===== config.mk =====
export PLATFORM = sky130hd
export DESIGN_NAME = fragment_send_ack_tracker
export DESIGN_NICKNAME = d
export VERILOG_FILES = /design/src/fst_pkg.sv /design/src/fst_div.sv /design/src/fst_datapath.sv /design/src/fst_ctrl.sv /design/src/fragment_send_ack_tracker.sv
export VERILOG_INCLUDE_DIRS = /design/src /design/src/src
export SDC_FILE = /design/constraint.sdc
export NUM_CORES = 2
export LEC_CHECK = 0
export BUFFER_PORTS_ARGS = -buffer_cell sky130_fd_sc_hd__clkbuf_2
export CORE_MARGIN = 8
export CORE_UTILIZATION = 50
export CTS_BUF_LIST = sky130_fd_sc_hd__clkbuf_8
export CTS_CLUSTER_SIZE = 12
export DETAILED_ROUTE_END_ITERATION = 10
export GPL_ROUTABILITY_DRIVEN = 0
export GPL_TIMING_DRIVEN = 0
export PLACE_DENSITY_LB_ADDON = 0.25
export SLEW_MARGIN = 5
export SYNTH_ARGS = -nofsm -noshare
export SYNTH_HDL_FRONTEND = slang
export SYNTH_SLANG_ARGS = --single-unit

===== constraint.sdc =====
create_clock -name clk -period 9.07 [get_ports clk]
set_input_delay 0 -clock clk [delete_from_list [all_inputs] [get_ports clk]]
set_output_delay 0 -clock clk [all_outputs]
set_load 0.02 [all_outputs]

===== src/fragment_send_ack_tracker_defines.svh =====
// ----------------------------------------------------------------------------
// Fragment send/ack tracker assertion macros
// Shared concurrent assertion forms; NO_ASSERTIONS compiles them out.
// ----------------------------------------------------------------------------
`ifndef FRAGMENT_SEND_ACK_TRACKER_DEFINES_SVH
`define FRAGMENT_SEND_ACK_TRACKER_DEFINES_SVH

`ifndef NO_ASSERTIONS

// Expression holds on every clock edge out of reset.
`define FST_ASSERT_ALWAYS(label, clk, rst_n, expr, msg) \
    label: assert property (@(posedge clk) disable iff (!rst_n) (expr)) \
        else $error(msg);

// Consequent holds in the same cycle as the antecedent.
`define FST_ASSERT_IMPLY(label, clk, rst_n, ante, cons, msg) \
    label: assert property (@(posedge clk) disable iff (!rst_n) (ante) |-> (cons)) \
        else $error(msg);

// Consequent holds in the cycle after the antecedent.
`define FST_ASSERT_NEXT(label, clk, rst_n, ante, cons, msg) \
    label: assert property (@(posedge clk) disable iff (!rst_n) (ante) |=> (cons)) \
        else $error(msg);

`else

`define FST_ASSERT_ALWAYS(label, clk, rst_n, expr, msg)
`define FST_ASSERT_IMPLY(label, clk, rst_n, ante, cons, msg)
`define FST_ASSERT_NEXT(label, clk, rst_n, ante, cons, msg)

`endif

`endif


===== src/fst_pkg.sv =====
// ----------------------------------------------------------------------------
// Fragment send/ack tracker package
// Field widths, operation and register codes, controller/datapath structs.
// ----------------------------------------------------------------------------
package fst_pkg;

    localparam int TOTAL_W    = 24;
    localparam int MTU_W      = 16;
    localparam int TIME_W     = 32;
    localparam int CNT_W      = 8;
    localparam int LEN_W      = 17;
    localparam int MODE_W     = 2;
    localparam int CFG_ADDR_W = 2;
    localparam int CFG_DATA_W = 32;
    localparam int DIV_CNT_W  = $clog2(TOTAL_W + 1);

    localparam logic [MODE_W-1:0] MODE_START = 2'd0;
    localparam logic [MODE_W-1:0] MODE_FETCH = 2'd1;
    localparam logic [MODE_W-1:0] MODE_ACK   = 2'd2;
    localparam logic [MODE_W-1:0] MODE_NOP   = 2'd3;

    localparam logic [CFG_ADDR_W-1:0] CFG_MTU      = 2'd0;
    localparam logic [CFG_ADDR_W-1:0] CFG_INTERVAL = 2'd1;

    localparam logic [MTU_W-1:0]  MTU_RESET      = 16'd500;
    localparam logic [TIME_W-1:0] INTERVAL_RESET = 32'd10;

    // Commands from the controller to the datapath
    typedef struct packed {
        logic load_in;
        logic div_go;
        logic scan_init;
        logic scan_step;
        logic mul_go;
        logic commit;
    } fst_cmd_t;

    // Status from the datapath to the controller
    typedef struct packed {
        logic [MODE_W-1:0] mode;
        logic              div_done;
        logic              scan_hit;
        logic              scan_end;
        logic              out_free;
    } fst_stat_t;

endpackage


===== src/fst_div.sv =====
// ----------------------------------------------------------------------------
// Fragment count divider
// Restoring divider, one quotient bit per cycle; reports quotient and
// whether the remainder is nonzero.
// ----------------------------------------------------------------------------
module fst_div
    import fst_pkg::*;
(
    input  logic               clk,
    input  logic               rst_n,
    input  logic               go,
    input  logic [TOTAL_W-1:0] dividend,
    input  logic [MTU_W-1:0]   divisor,
    output logic [TOTAL_W-1:0] quotient,
    output logic               rem_nz,
    output logic               done
);

    localparam logic [DIV_CNT_W-1:0] LAST_STEP = DIV_CNT_W'(TOTAL_W - 1);

    logic                 busy_reg;
    logic                 done_reg;
    logic [DIV_CNT_W-1:0] step_reg;
    logic [TOTAL_W-1:0]   quot_reg;
    logic [MTU_W-1:0]     rem_reg;
    logic [MTU_W-1:0]     dvs_reg;

    logic [MTU_W:0]       shifted;
    logic [MTU_W:0]       diff;
    logic                 fits;
    logic [MTU_W-1:0]     rem_next;
    logic [TOTAL_W-1:0]   quot_next;

    always_comb
    begin
        shifted   = {rem_reg, quot_reg[TOTAL_W-1]};
        fits      = shifted >= {1'b0, dvs_reg};
        diff      = shifted - {1'b0, dvs_reg};
        rem_next  = fits ? diff[MTU_W-1:0] : shifted[MTU_W-1:0];
        quot_next = {quot_reg[TOTAL_W-2:0], fits};
    end

    always_ff @(posedge clk or negedge rst_n)
    begin
        if (!rst_n)
        begin
            busy_reg <= 1'b0;
            done_reg <= 1'b0;
            step_reg <= '0;
        end
        else if (go)
        begin
            busy_reg <= 1'b1;
            done_reg <= 1'b0;
            step_reg <= '0;
        end
        else if (busy_reg)
        begin
            step_reg <= step_reg + 1'b1;
            if (step_reg == LAST_STEP)
            begin
                busy_reg <= 1'b0;
                done_reg <= 1'b1;
            end
        end
        else
        begin
            done_reg <= 1'b0;
        end
    end

    always_ff @(posedge clk)
    begin
        if (go)
        begin
            quot_reg <= dividend;
            rem_reg  <= '0;
            dvs_reg  <= divisor;
        end
        else if (busy_reg)
        begin
            quot_reg <= quot_next;
            rem_reg  <= rem_next;
        end
    end

    assign quotient = quot_reg;
    assign rem_nz   = |rem_reg;
    assign done     = done_reg;

endmodule


===== src/fst_datapath.sv =====
// ----------------------------------------------------------------------------
// Fragment send/ack tracker datapath
// Config registers, per-fragment timestamp memory and flags, table scan
// pipeline, offset/length arithmetic and the output word register.
// ----------------------------------------------------------------------------
`include "fragment_send_ack_tracker_defines.svh"

module fst_datapath
    import fst_pkg::*;
#(
    parameter int MAX_FRAGMENTS = 64,
    parameter int HEADER_BYTES  = 8
)
(
    input  logic                  clk,
    input  logic                  rst_n,
    input  logic                  cfg_wr_en,
    input  logic [CFG_ADDR_W-1:0] cfg_addr,
    input  logic [CFG_DATA_W-1:0] cfg_wdata,
    input  logic [MODE_W-1:0]     mode,
    input  logic [TOTAL_W-1:0]    total_bytes,
    input  logic [TIME_W-1:0]     now_time,
    input  logic                  resend,
    input  logic [CNT_W-1:0]      ack_part,
    input  logic                  out_ready,
    output logic                  out_valid,
    output logic                  found,
    output logic [CNT_W-1:0]      fragment_index,
    output logic [TOTAL_W-1:0]    fragment_offset,
    output logic [LEN_W-1:0]      fragment_length,
    output logic [CNT_W-1:0]      fragment_count,
    output logic                  all_acked,
    output logic                  too_many,
    input  fst_cmd_t              cmd,
    output fst_stat_t             stat
);

    localparam int IDX_W = (MAX_FRAGMENTS > 1) ? $clog2(MAX_FRAGMENTS) : 1;
    localparam logic [CNT_W-1:0]   MAX_CNT  = CNT_W'(MAX_FRAGMENTS);
    localparam logic [TOTAL_W:0]   MAX_WIDE = (TOTAL_W + 1)'(MAX_FRAGMENTS);
    localparam logic [LEN_W-1:0]   HDR_LEN  = LEN_W'(HEADER_BYTES);

    // Configuration
    logic [MTU_W-1:0]  mtu_reg;
    logic [TIME_W-1:0] interval_reg;
    logic [MTU_W-1:0]  mtu_eff;

    // Latched input word
    logic [MODE_W-1:0]  mode_in_reg;
    logic [TOTAL_W-1:0] total_in_reg;
    logic [TIME_W-1:0]  now_in_reg;
    logic               resend_in_reg;
    logic [CNT_W-1:0]   part_in_reg;

    // Datagram state
    logic [CNT_W-1:0]         count_reg;
    logic [CNT_W-1:0]         unacked_left_reg;
    logic [TOTAL_W-1:0]       buffer_total_reg;
    logic [MTU_W-1:0]         frag_size_reg;
    logic [MAX_FRAGMENTS-1:0] done_bits_reg;
    logic [MAX_FRAGMENTS-1:0] sent_bits_reg;
    logic [TIME_W-1:0]        sent_mem [MAX_FRAGMENTS];

    // Scan pipeline
    logic [CNT_W-1:0]  scan_addr_reg;
    logic              pipe_valid_reg;
    logic [CNT_W-1:0]  pipe_idx_reg;
    logic [TIME_W-1:0] mem_rd_reg;
    logic              hit_reg;
    logic [CNT_W-1:0]  hit_idx_reg;

    // Fetch arithmetic
    logic [TOTAL_W-1:0] start_reg;
    logic [TOTAL_W-1:0] off_reg;

    // Output word
    logic               out_valid_reg;
    logic               found_reg;
    logic [CNT_W-1:0]   index_reg;
    logic [TOTAL_W-1:0] offset_reg;
    logic [LEN_W-1:0]   length_reg;
    logic [CNT_W-1:0]   count_out_reg;
    logic               all_acked_reg;
    logic               too_many_reg;

    // Divider
    logic [TOTAL_W-1:0] div_quot;
    logic               div_rem_nz;
    logic               div_done;

    logic               ent_done;
    logic               ent_sent;
    logic [TIME_W-1:0]  ent_time;
    logic [TIME_W-1:0]  ent_age;
    logic               ent_match;

    logic [TOTAL_W:0]   cnt_full;
    logic               start_too;
    logic [CNT_W-1:0]   cnt_sat;
    logic [CNT_W-1:0]   part_m1;
    logic               ack_ok;
    logic [TOTAL_W-1:0] rem_bytes;
    logic [MTU_W-1:0]   pay_bytes;
    logic [TOTAL_W:0]   off_prod;

    logic               res_found;
    logic [CNT_W-1:0]   res_index;
    logic [TOTAL_W-1:0] res_offset;
    logic [LEN_W-1:0]   res_length;
    logic [CNT_W-1:0]   res_count;
    logic               res_all_acked;
    logic               res_too_many;

    assign mtu_eff = (mtu_reg == '0) ? MTU_W'(1) : mtu_reg;

    fst_div u_div
    (
        .clk      (clk),
        .rst_n    (rst_n),
        .go       (cmd.div_go),
        .dividend (total_in_reg),
        .divisor  (mtu_eff),
        .quotient (div_quot),
        .rem_nz   (div_rem_nz),
        .done     (div_done)
    );

    // Entry under evaluation; a fragment never resent counts as sent at time zero
    always_comb
    begin
        ent_done  = done_bits_reg[pipe_idx_reg[IDX_W-1:0]];
        ent_sent  = sent_bits_reg[pipe_idx_reg[IDX_W-1:0]];
        ent_time  = ent_sent ? mem_rd_reg : '0;
        ent_age   = now_in_reg - ent_time;
        ent_match = !ent_done && (resend_in_reg ? (ent_age >= interval_reg) : !ent_sent);
    end

    // Start: ceiling of the quotient, range check, saturated report
    always_comb
    begin
        cnt_full  = {1'b0, div_quot} + (TOTAL_W + 1)'(div_rem_nz);
        start_too = cnt_full > MAX_WIDE;
        cnt_sat   = (|cnt_full[TOTAL_W:CNT_W]) ? '1 : cnt_full[CNT_W-1:0];
    end

    // Acknowledge check
    always_comb
    begin
        part_m1 = part_in_reg - 1'b1;
        ack_ok  = (part_in_reg != '0) && (part_in_reg <= count_reg) &&
                  (unacked_left_reg != '0) && !done_bits_reg[part_m1[IDX_W-1:0]];
    end

    // Fetch length: header plus the payload left in this fragment
    always_comb
    begin
        rem_bytes = buffer_total_reg - start_reg;
        pay_bytes = (rem_bytes < {{(TOTAL_W - MTU_W){1'b0}}, frag_size_reg}) ?
                    rem_bytes[MTU_W-1:0] : frag_size_reg;
        off_prod  = (TOTAL_W + 1)'(hit_idx_reg) *
                    (TOTAL_W + 1)'({1'b0, frag_size_reg} + HDR_LEN);
    end

    always_comb
    begin
        res_found     = 1'b0;
        res_index     = '0;
        res_offset    = '0;
        res_length    = '0;
        res_count     = count_reg;
        res_all_acked = 1'b0;
        res_too_many  = 1'b0;
        case (mode_in_reg)
            MODE_START:
            begin
                res_found    = !start_too;
                res_count    = cnt_sat;
                res_too_many = start_too;
            end
            MODE_FETCH:
            begin
                if (hit_reg)
                begin
                    res_found  = 1'b1;
                    res_index  = hit_idx_reg;
                    res_offset = off_reg;
                    res_length = HDR_LEN + {1'b0, pay_bytes};
                end
            end
            MODE_ACK:
            begin
                res_found     = ack_ok;
                res_all_acked = ack_ok && (unacked_left_reg == CNT_W'(1));
            end
            default:
            begin
                res_found = 1'b0;
            end
        endcase
    end

    always_ff @(posedge clk or negedge rst_n)
    begin
        if (!rst_n)
        begin
            mtu_reg          <= MTU_RESET;
            interval_reg     <= INTERVAL_RESET;
            count_reg        <= '0;
            unacked_left_reg <= '0;
            buffer_total_reg <= '0;
            frag_size_reg    <= MTU_W'(1);
            done_bits_reg    <= '0;
            sent_bits_reg    <= '0;
            scan_addr_reg    <= '0;
            pipe_valid_reg   <= 1'b0;
            hit_reg          <= 1'b0;
            out_valid_reg    <= 1'b0;
        end
        else
        begin
            if (cfg_wr_en)
            begin
                case (cfg_addr)
                    CFG_MTU:      mtu_reg      <= cfg_wdata[MTU_W-1:0];
                    CFG_INTERVAL: interval_reg <= cfg_wdata[TIME_W-1:0];
                    default:      ;
                endcase
            end

            if (cmd.scan_init)
            begin
                scan_addr_reg  <= '0;
                pipe_valid_reg <= 1'b0;
                hit_reg        <= 1'b0;
            end
            else if (cmd.scan_step)
            begin
                if (stat.scan_hit)
                begin
                    hit_reg        <= 1'b1;
                    pipe_valid_reg <= 1'b0;
                end
                else if (scan_addr_reg < count_reg)
                begin
                    pipe_valid_reg <= 1'b1;
                    scan_addr_reg  <= scan_addr_reg + 1'b1;
                end
                else
                begin
                    pipe_valid_reg <= 1'b0;
                end
            end

            if (cmd.commit)
            begin
                out_valid_reg <= 1'b1;
                hit_reg       <= 1'b0;
            end
            else if (out_ready)
            begin
                out_valid_reg <= 1'b0;
            end

            if (cmd.commit)
            begin
                case (mode_in_reg)
                    MODE_START:
                    begin
                        done_bits_reg <= '0;
                        sent_bits_reg <= '0;
                        frag_size_reg <= mtu_eff;
                        if (start_too)
                        begin
                            count_reg        <= '0;
                            unacked_left_reg <= '0;
                            buffer_total_reg <= '0;
                        end
                        else
                        begin
                            count_reg        <= cnt_full[CNT_W-1:0];
                            unacked_left_reg <= cnt_full[CNT_W-1:0];
                            buffer_total_reg <= total_in_reg;
                        end
                    end
                    MODE_FETCH:
                    begin
                        if (hit_reg)
                        begin
                            if (resend_in_reg)
                                sent_bits_reg[hit_idx_reg[IDX_W-1:0]] <= 1'b1;
                            else
                                done_bits_reg[hit_idx_reg[IDX_W-1:0]] <= 1'b1;
                        end
                    end
                    MODE_ACK:
                    begin
                        if (ack_ok)
                        begin
                            done_bits_reg[part_m1[IDX_W-1:0]] <= 1'b1;
                            unacked_left_reg <= unacked_left_reg - 1'b1;
                        end
                    end
                    default:
                    begin
                        count_reg <= count_reg;
                    end
                endcase
            end
        end
    end

    always_ff @(posedge clk)
    begin
        if (cmd.load_in)
        begin
            mode_in_reg   <= mode;
            total_in_reg  <= total_bytes;
            now_in_reg    <= now_time;
            resend_in_reg <= resend;
            part_in_reg   <= ack_part;
        end
        if (cmd.scan_step)
        begin
            pipe_idx_reg <= scan_addr_reg;
            if (stat.scan_hit)
                hit_idx_reg <= pipe_idx_reg;
        end
        if (cmd.mul_go)
        begin
            start_reg <= TOTAL_W'(hit_idx_reg) * TOTAL_W'(frag_size_reg);
            off_reg   <= off_prod[TOTAL_W-1:0];
        end
        if (cmd.commit)
        begin
            found_reg     <= res_found;
            index_reg     <= res_index;
            offset_reg    <= res_offset;
            length_reg    <= res_length;
            count_out_reg <= res_count;
            all_acked_reg <= res_all_acked;
            too_many_reg  <= res_too_many;
        end
    end

    always_ff @(posedge clk)
    begin
        if (cmd.commit && (mode_in_reg == MODE_FETCH) && hit_reg && resend_in_reg)
            sent_mem[hit_idx_reg[IDX_W-1:0]] <= now_in_reg;
        mem_rd_reg <= sent_mem[scan_addr_reg[IDX_W-1:0]];
    end

    assign stat.mode     = mode_in_reg;
    assign stat.div_done = div_done;
    assign stat.scan_hit = pipe_valid_reg && ent_match;
    assign stat.scan_end = !pipe_valid_reg && (scan_addr_reg >= count_reg);
    assign stat.out_free = !out_valid_reg || out_ready;

    assign out_valid       = out_valid_reg;
    assign found           = found_reg;
    assign fragment_index  = index_reg;
    assign fragment_offset = offset_reg;
    assign fragment_length = length_reg;
    assign fragment_count  = count_out_reg;
    assign all_acked       = all_acked_reg;
    assign too_many        = too_many_reg;

    `FST_ASSERT_ALWAYS(a_unacked_le_count, clk, rst_n, unacked_left_reg <= count_reg, "unacked count exceeds fragment count")
    `FST_ASSERT_ALWAYS(a_count_fits_table, clk, rst_n, count_reg <= MAX_CNT, "fragment count exceeds table size")
    `FST_ASSERT_IMPLY(a_hit_in_range, clk, rst_n, hit_reg, hit_idx_reg < count_reg, "scan hit beyond fragment count")

endmodule


===== src/fst_ctrl.sv =====
// ----------------------------------------------------------------------------
// Fragment send/ack tracker controller
// Sequences decode, divide, table scan, arithmetic and result commit.
// ----------------------------------------------------------------------------
`include "fragment_send_ack_tracker_defines.svh"

module fst_ctrl
    import fst_pkg::*;
(
    input  logic      clk,
    input  logic      rst_n,
    input  logic      in_valid,
    output logic      in_ready,
    input  fst_stat_t stat,
    output fst_cmd_t  cmd
);

    typedef enum logic [2:0] {
        S_IDLE,
        S_DECODE,
        S_DIV,
        S_SCAN,
        S_MUL,
        S_RESULT
    } state_t;

    state_t state_reg;
    state_t state_next;

    always_comb
    begin
        cmd        = '0;
        state_next = state_reg;
        case (state_reg)
            S_IDLE:
            begin
                cmd.load_in = in_valid;
                if (in_valid)
                    state_next = S_DECODE;
            end
            S_DECODE:
            begin
                case (stat.mode)
                    MODE_START:
                    begin
                        cmd.div_go = 1'b1;
                        state_next = S_DIV;
                    end
                    MODE_FETCH:
                    begin
                        cmd.scan_init = 1'b1;
                        state_next    = S_SCAN;
                    end
                    default:
                    begin
                        state_next = S_RESULT;
                    end
                endcase
            end
            S_DIV:
            begin
                if (stat.div_done)
                    state_next = S_RESULT;
            end
            S_SCAN:
            begin
                cmd.scan_step = 1'b1;
                if (stat.scan_hit)
                    state_next = S_MUL;
                else if (stat.scan_end)
                    state_next = S_RESULT;
            end
            S_MUL:
            begin
                cmd.mul_go = 1'b1;
                state_next = S_RESULT;
            end
            S_RESULT:
            begin
                if (stat.out_free)
                begin
                    cmd.commit = 1'b1;
                    state_next = S_IDLE;
                end
            end
            default:
            begin
                state_next = S_IDLE;
            end
        endcase
    end

    always_ff @(posedge clk or negedge rst_n)
    begin
        if (!rst_n)
            state_reg <= S_IDLE;
        else
            state_reg <= state_next;
    end

    assign in_ready = (state_reg == S_IDLE);

    `FST_ASSERT_IMPLY(a_commit_slot_free, clk, rst_n, cmd.commit, stat.out_free, "result committed over an untaken word")
    `FST_ASSERT_IMPLY(a_div_done_in_wait, clk, rst_n, stat.div_done, state_reg == S_DIV, "divider finished outside its wait state")
    `FST_ASSERT_NEXT(a_ready_after_commit, clk, rst_n, cmd.commit, in_ready, "not ready after result commit")

endmodule


===== src/fragment_send_ack_tracker.sv =====
// ----------------------------------------------------------------------------
// Fragment send/ack tracker
// Send-side selective-repeat bookkeeping for one fragmented datagram.
// ----------------------------------------------------------------------------
// Take one input word at a time and return exactly one result word for it.
// A start word (mode 0) divides the payload length by the fragment size
// with a restoring divider, one quotient bit per cycle. A fetch word (mode 1)
// walks the fragment table one entry per cycle through the registered read
// port of the timestamp memory, stopping at the first eligible fragment.
// Acknowledge and no-op words (modes 2 and 3) need no divide or scan. The
// result sits in an output register, so the next input word is taken while a
// result still waits for out_ready. Starting a datagram clears the per-fragment
// done and sent flags at once; a timestamp entry whose sent flag is clear
// reads as time zero, so no clearing pass over the memory is needed, after
// reset or at start.
// Write payload_per_fragment (index 0) and resend_interval (index 1) only
// while no word is in flight; other indexes are ignored.
// ----------------------------------------------------------------------------
module fragment_send_ack_tracker
    import fst_pkg::*;
#(
    parameter int MAX_FRAGMENTS = 64,
    parameter int HEADER_BYTES  = 8
)
(
    input  logic                  clk,
    input  logic                  rst_n,

    // Configuration write port
    input  logic                  cfg_wr_en,
    input  logic [CFG_ADDR_W-1:0] cfg_addr,
    input  logic [CFG_DATA_W-1:0] cfg_wdata,

    // Input word
    input  logic                  in_valid,
    output logic                  in_ready,
    input  logic [MODE_W-1:0]     mode,
    input  logic [TOTAL_W-1:0]    total_bytes,
    input  logic [TIME_W-1:0]     now_time,
    input  logic                  resend,
    input  logic [CNT_W-1:0]      ack_part,

    // Result word
    output logic                  out_valid,
    input  logic                  out_ready,
    output logic                  found,
    output logic [CNT_W-1:0]      fragment_index,
    output logic [TOTAL_W-1:0]    fragment_offset,
    output logic [LEN_W-1:0]      fragment_length,
    output logic [CNT_W-1:0]      fragment_count,
    output logic                  all_acked,
    output logic                  too_many
);

    fst_cmd_t  cmd;
    fst_stat_t stat;

    // Sequence each word: decode, then divide, scan (and multiply) or check, then commit
    fst_ctrl u_ctrl
    (
        .clk      (clk),
        .rst_n    (rst_n),
        .in_valid (in_valid),
        .in_ready (in_ready),
        .stat     (stat),
        .cmd      (cmd)
    );

    // Hold the datagram state, the table and the result register
    fst_datapath #(
        .MAX_FRAGMENTS (MAX_FRAGMENTS),
        .HEADER_BYTES  (HEADER_BYTES)
    ) u_datapath (
        .clk             (clk),
        .rst_n           (rst_n),
        .cfg_wr_en       (cfg_wr_en),
        .cfg_addr        (cfg_addr),
        .cfg_wdata       (cfg_wdata),
        .mode            (mode),
        .total_bytes     (total_bytes),
        .now_time        (now_time),
        .resend          (resend),
        .ack_part        (ack_part),
        .out_ready       (out_ready),
        .out_valid       (out_valid),
        .found           (found),
        .fragment_index  (fragment_index),
        .fragment_offset (fragment_offset),
        .fragment_length (fragment_length),
        .fragment_count  (fragment_count),
        .all_acked       (all_acked),
        .too_many        (too_many),
        .cmd             (cmd),
        .stat            (stat)
    );

endmodule

==> run_results.csv <==
group,metric,value,unit
grt,grt_max_degree,105,
clock_network,ctsRootBufferMaster,"clkbuf_8",
grt,first_global_vias,66200,
worst_hold_path,hp-start,"now_time[12]",
setup_path,timing.rr.start,"u_datapath.pipe_idx_reg[0]",
floorplan,die_height,491,um
worst_hold_path,hold_class,"primary input to flip-flop",
floorplan,die_width,491,um
synth,ys_warn_count,0,
clock_network,clk_pin_slew,0.08,ns
synth,synth_adder_area_share,5.63,%
grt,grt_usage,26.0,%
synth,synth.distinct_cells,84,
sta,period_needed,8.61,ns
setup_path,start_kind,"flip-flop",
layout,largest_register_ffs,2048,
grt,grt_remaining_overflow,0,
worst_hold_path,min_delay_path_depth,3,
setup_path,critical_path_class,"flip-flop to flip-flop",
placement,portBuffers,167,
clock_network,clockBufferDepth,4,
detailed_routing,vias_per_cell,6.14,
synth,synth_top_family_by_area,"multiplexers",
synth,synth_seq_cells,2577,
grt,antenna_found_initial,12,
setup_path,crit_top_cell,"a21oi_1",
setup_path,timing.rr.end,"u_datapath.scan_addr_reg[6]",
setup_path,arrival,9.57,ns
setup_path,cpPeakStageDelay,0.58,ns
detailed_routing,totalWireLength,320000,um
setup_path,regToRegSetupSlack,0.46,ns
synth,synth_compound_area_share,3.84,%
layout,syn_to_final_growth,16.4,%
detailed_routing,via_count,65800,
sta,tns,0,ns
worst_hold_path,holdPathEnd,"u_datapath.now_in_reg[12]",
synth,syn-num-nets,6952,
power_and_ir_drop,power.leakage,45.6,nW
sta,rsz0062_at_grt,"no",
synth,yosys.area_share.simple,4.95,%
synth,synth_edf_count,2276,
clock_network,htreeDepth,5,
floorplan,io_pins,168,
sta,fmax,0.116,GHz
clock_network,post_cts_buffers,0,
clock_network,cts_tree,"done",
layout,fin_area,131000,um^2
detailed_routing,drc,0,
sta,slew_viol_final,0,
detailed_routing,wl_per_cell,29.9,um
power_and_ir_drop,power_density,171,nW/um^2
synth,muxShareOfSynthArea,15.2,%
setup_path,cp.required,10.03,ns
synth,synth_seq_area_share,67.1,%
clock_network,cts_buffers,415,
synth,ys.flop_type,"edfxtp_1",
sta,maxSlewHeadroom,6.32,%
placement,place_hpwl,223000,um
synth,syn_avg_cell_area,17.5,um^2
power_and_ir_drop,irDropWorstVdd,0.141,mV
placement,dpl_cell_area,121000,um^2
floorplan,fp.coreArea,224000,um^2
layout,nets,7903,
layout,drive_gt1_share,22.7,%
floorplan,row_count,174,
clock_network,clock_sinks,2577,
setup_path,r2r_cells,30,
setup_path,crit_slowest_cell,"mux4_2",
detailed_routing,drt-pass1-iter-count,7,
grt,grt_pass1_wl,460000,um
sta,setup_viol,0,
layout,nFillCells,16600,
clock_network,worstSkewPairLatency,1.12,ns
synth,async_flop_share,9.82,%
status,status,"finished clean",
sta,finalHoldViolCount,0,
sta,tightestPinTransition,1.41,ns
synth,netlist_instances,6443,
floorplan,start_util,50.3,%
setup_path,cp_max_fo,10,
detailed_routing,antenna_left,0,
synth,synth_xor_area_share,1.09,%
job,cap_violations,0,
sta,finalCritPeriodShare,95.0,%
setup_path,end_kind,"flip-flop",
sta,finClkSkew,0.0988,ns
synth,netlist_area,113000,um^2
floorplan,dieArea,241000,um^2
detailed_routing,drtIter0Drc,8298,
cell type report:
cell class	count	area (um^2)	area share, %
timing repair buffer	534	6630	5.05
buffer	334	1370	1.04
multi-input combinational	3209	35100	26.7
clock inverter	274	1390	1.06
tap	2992	3740	2.85
inverter	323	1210	0.923
antenna	15	37.5	0.0286
sequential	2577	75600	57.6
clock buffer	448	6170	4.70
cells in the mapped netlist (all sizes together) (8+ instances only):
cell       n  area [um^2]
nand2    428         1610
nor3      49          250
o31ai      9         67.6
or3       10         62.6
a21oi    194          971
and3      49          307
fa       174         3480
a211oi    25          188
o211ai     8         65.1
ha       229         2870
and2     114          713
nor2b     34          213
o21bai    14          105
and4       8         70.1
a21o      55          413
inv      320         1200
a311oi     8         70.1
nor2     278         1050
o22ai     69          432
dfstp      9          236
edfxtp  2276        68300
xor2      46          403
buf       84          399
o31a       8         70.1
nand3    113          583
dfxtp     48          961
nor4      22          144
dfrtp    244         6110
nand4     32          200
a31oi     22          138
xnor2     94          823
o21ai     99          495
o21a      91          683
mux2      58          653
clkbuf   250          940
mux4     717        16100
nand2b    23          144
mux2i     30          300
cell families after synthesis:
group / after synthesis
mux: 805
simple gates: 1190
xor+xnor: 140
compound gates: 671
fa+ha+maj: 403
buf+inv: 657
flops: 2577
stage by stage:
step	power, mW	cells	util, %	setup slack, ns	hold slack (ns)
2_1_floorplan	13.2	6443	-	2.04	-0.296
3_3_place_gp	13.3	9602	52.3	-0.193	0.178
3_5_place_dp	13.3	9753	54.1	0.0991	0.0738
4_1_cts	22.5	10700	58.5	0.0711	0.0533
5_1_grt	23.0	10700	58.5	0.0825	0.0990
6_report	22.4	10700	58.5	0.458	0.132
worst max path at each step:
stage	from	to	slack [ns]	depth (start not counted)
3_5_place_dp	u_datapath.pipe_idx_reg[1]	u_datapath.scan_addr_reg[6]	0.1	29
4_1_cts	u_datapath.pipe_idx_reg[1]	u_datapath.scan_addr_reg[6]	0.07	29
3_3_place_gp	u_ctrl.state_reg[2]	u_datapath.sent_mem[22][15]	-0.19	8
2_1_floorplan	u_datapath.pipe_idx_reg[0]	u_datapath.scan_addr_reg[6]	2.04	30
5_1_grt	u_datapath.pipe_idx_reg[0]	u_datapath.scan_addr_reg[6]	0.08	30
6_report	u_datapath.pipe_idx_reg[0]	u_datapath.scan_addr_reg[6]	0.46	30
metal layers:
layer / up-vias / routed length [um] / share of wire [%] / global-route usage [%]
li1: 27200 / - / - / -
met1: 34100 / 124000 / 39 / 35.4
met2: 3740 / 148000 / 46 / 40.5
met3: 719 / 31300 / 9.8 / 5.63
met4: 6 / 17500 / 5.5 / 12.2
met5: - / 42 / 0.013 / 0
placed cells by master, fill, tap and decap left out, drive strengths merged, types with 34 or more instances in the layout:
master,count
o21ai,99
nand2,428
nor2b,34
ha,229
nand3,113
dlygate4sd3,215
a21o,55
xnor2,94
and2,114
clkbuf,869
and3,49
mux4,717
nor3,49
dfrtp,244
mux2,58
inv,459
edfxtp,2276
fa,174
o22ai,69
o21a,91
dfxtp,48
buf,232
xor2,46
a21oi,194
nor2,278
clkinv,120
repair_timing:
item                                    CTS  global route
endpoints found under the setup margin    0            19
resized for setup                         0            10
hold buffers                            216             0
endpoints found under the hold margin   434             0
power breakdown:
| part | internal, mW | switching, mW | total (mW) |
|---|---|---|---|
| Clock | 4.80 | 4.54 | 9.34 |
| Combinational | 0.153 | 0.122 | 0.274 |
| Sequential | 12.8 | 0.0482 | 12.8 |
critical path, delay by kind of cell (launching register included):
kind            cells  cell delay, ns
mux                 4            1.56
simple gates        9            1.74
compound gates     12            3.39
flops               1            0.34
buf+inv             3            0.83
fa+ha+maj           2            0.63
No activity file was read; power rests on OpenSTA's default activity.
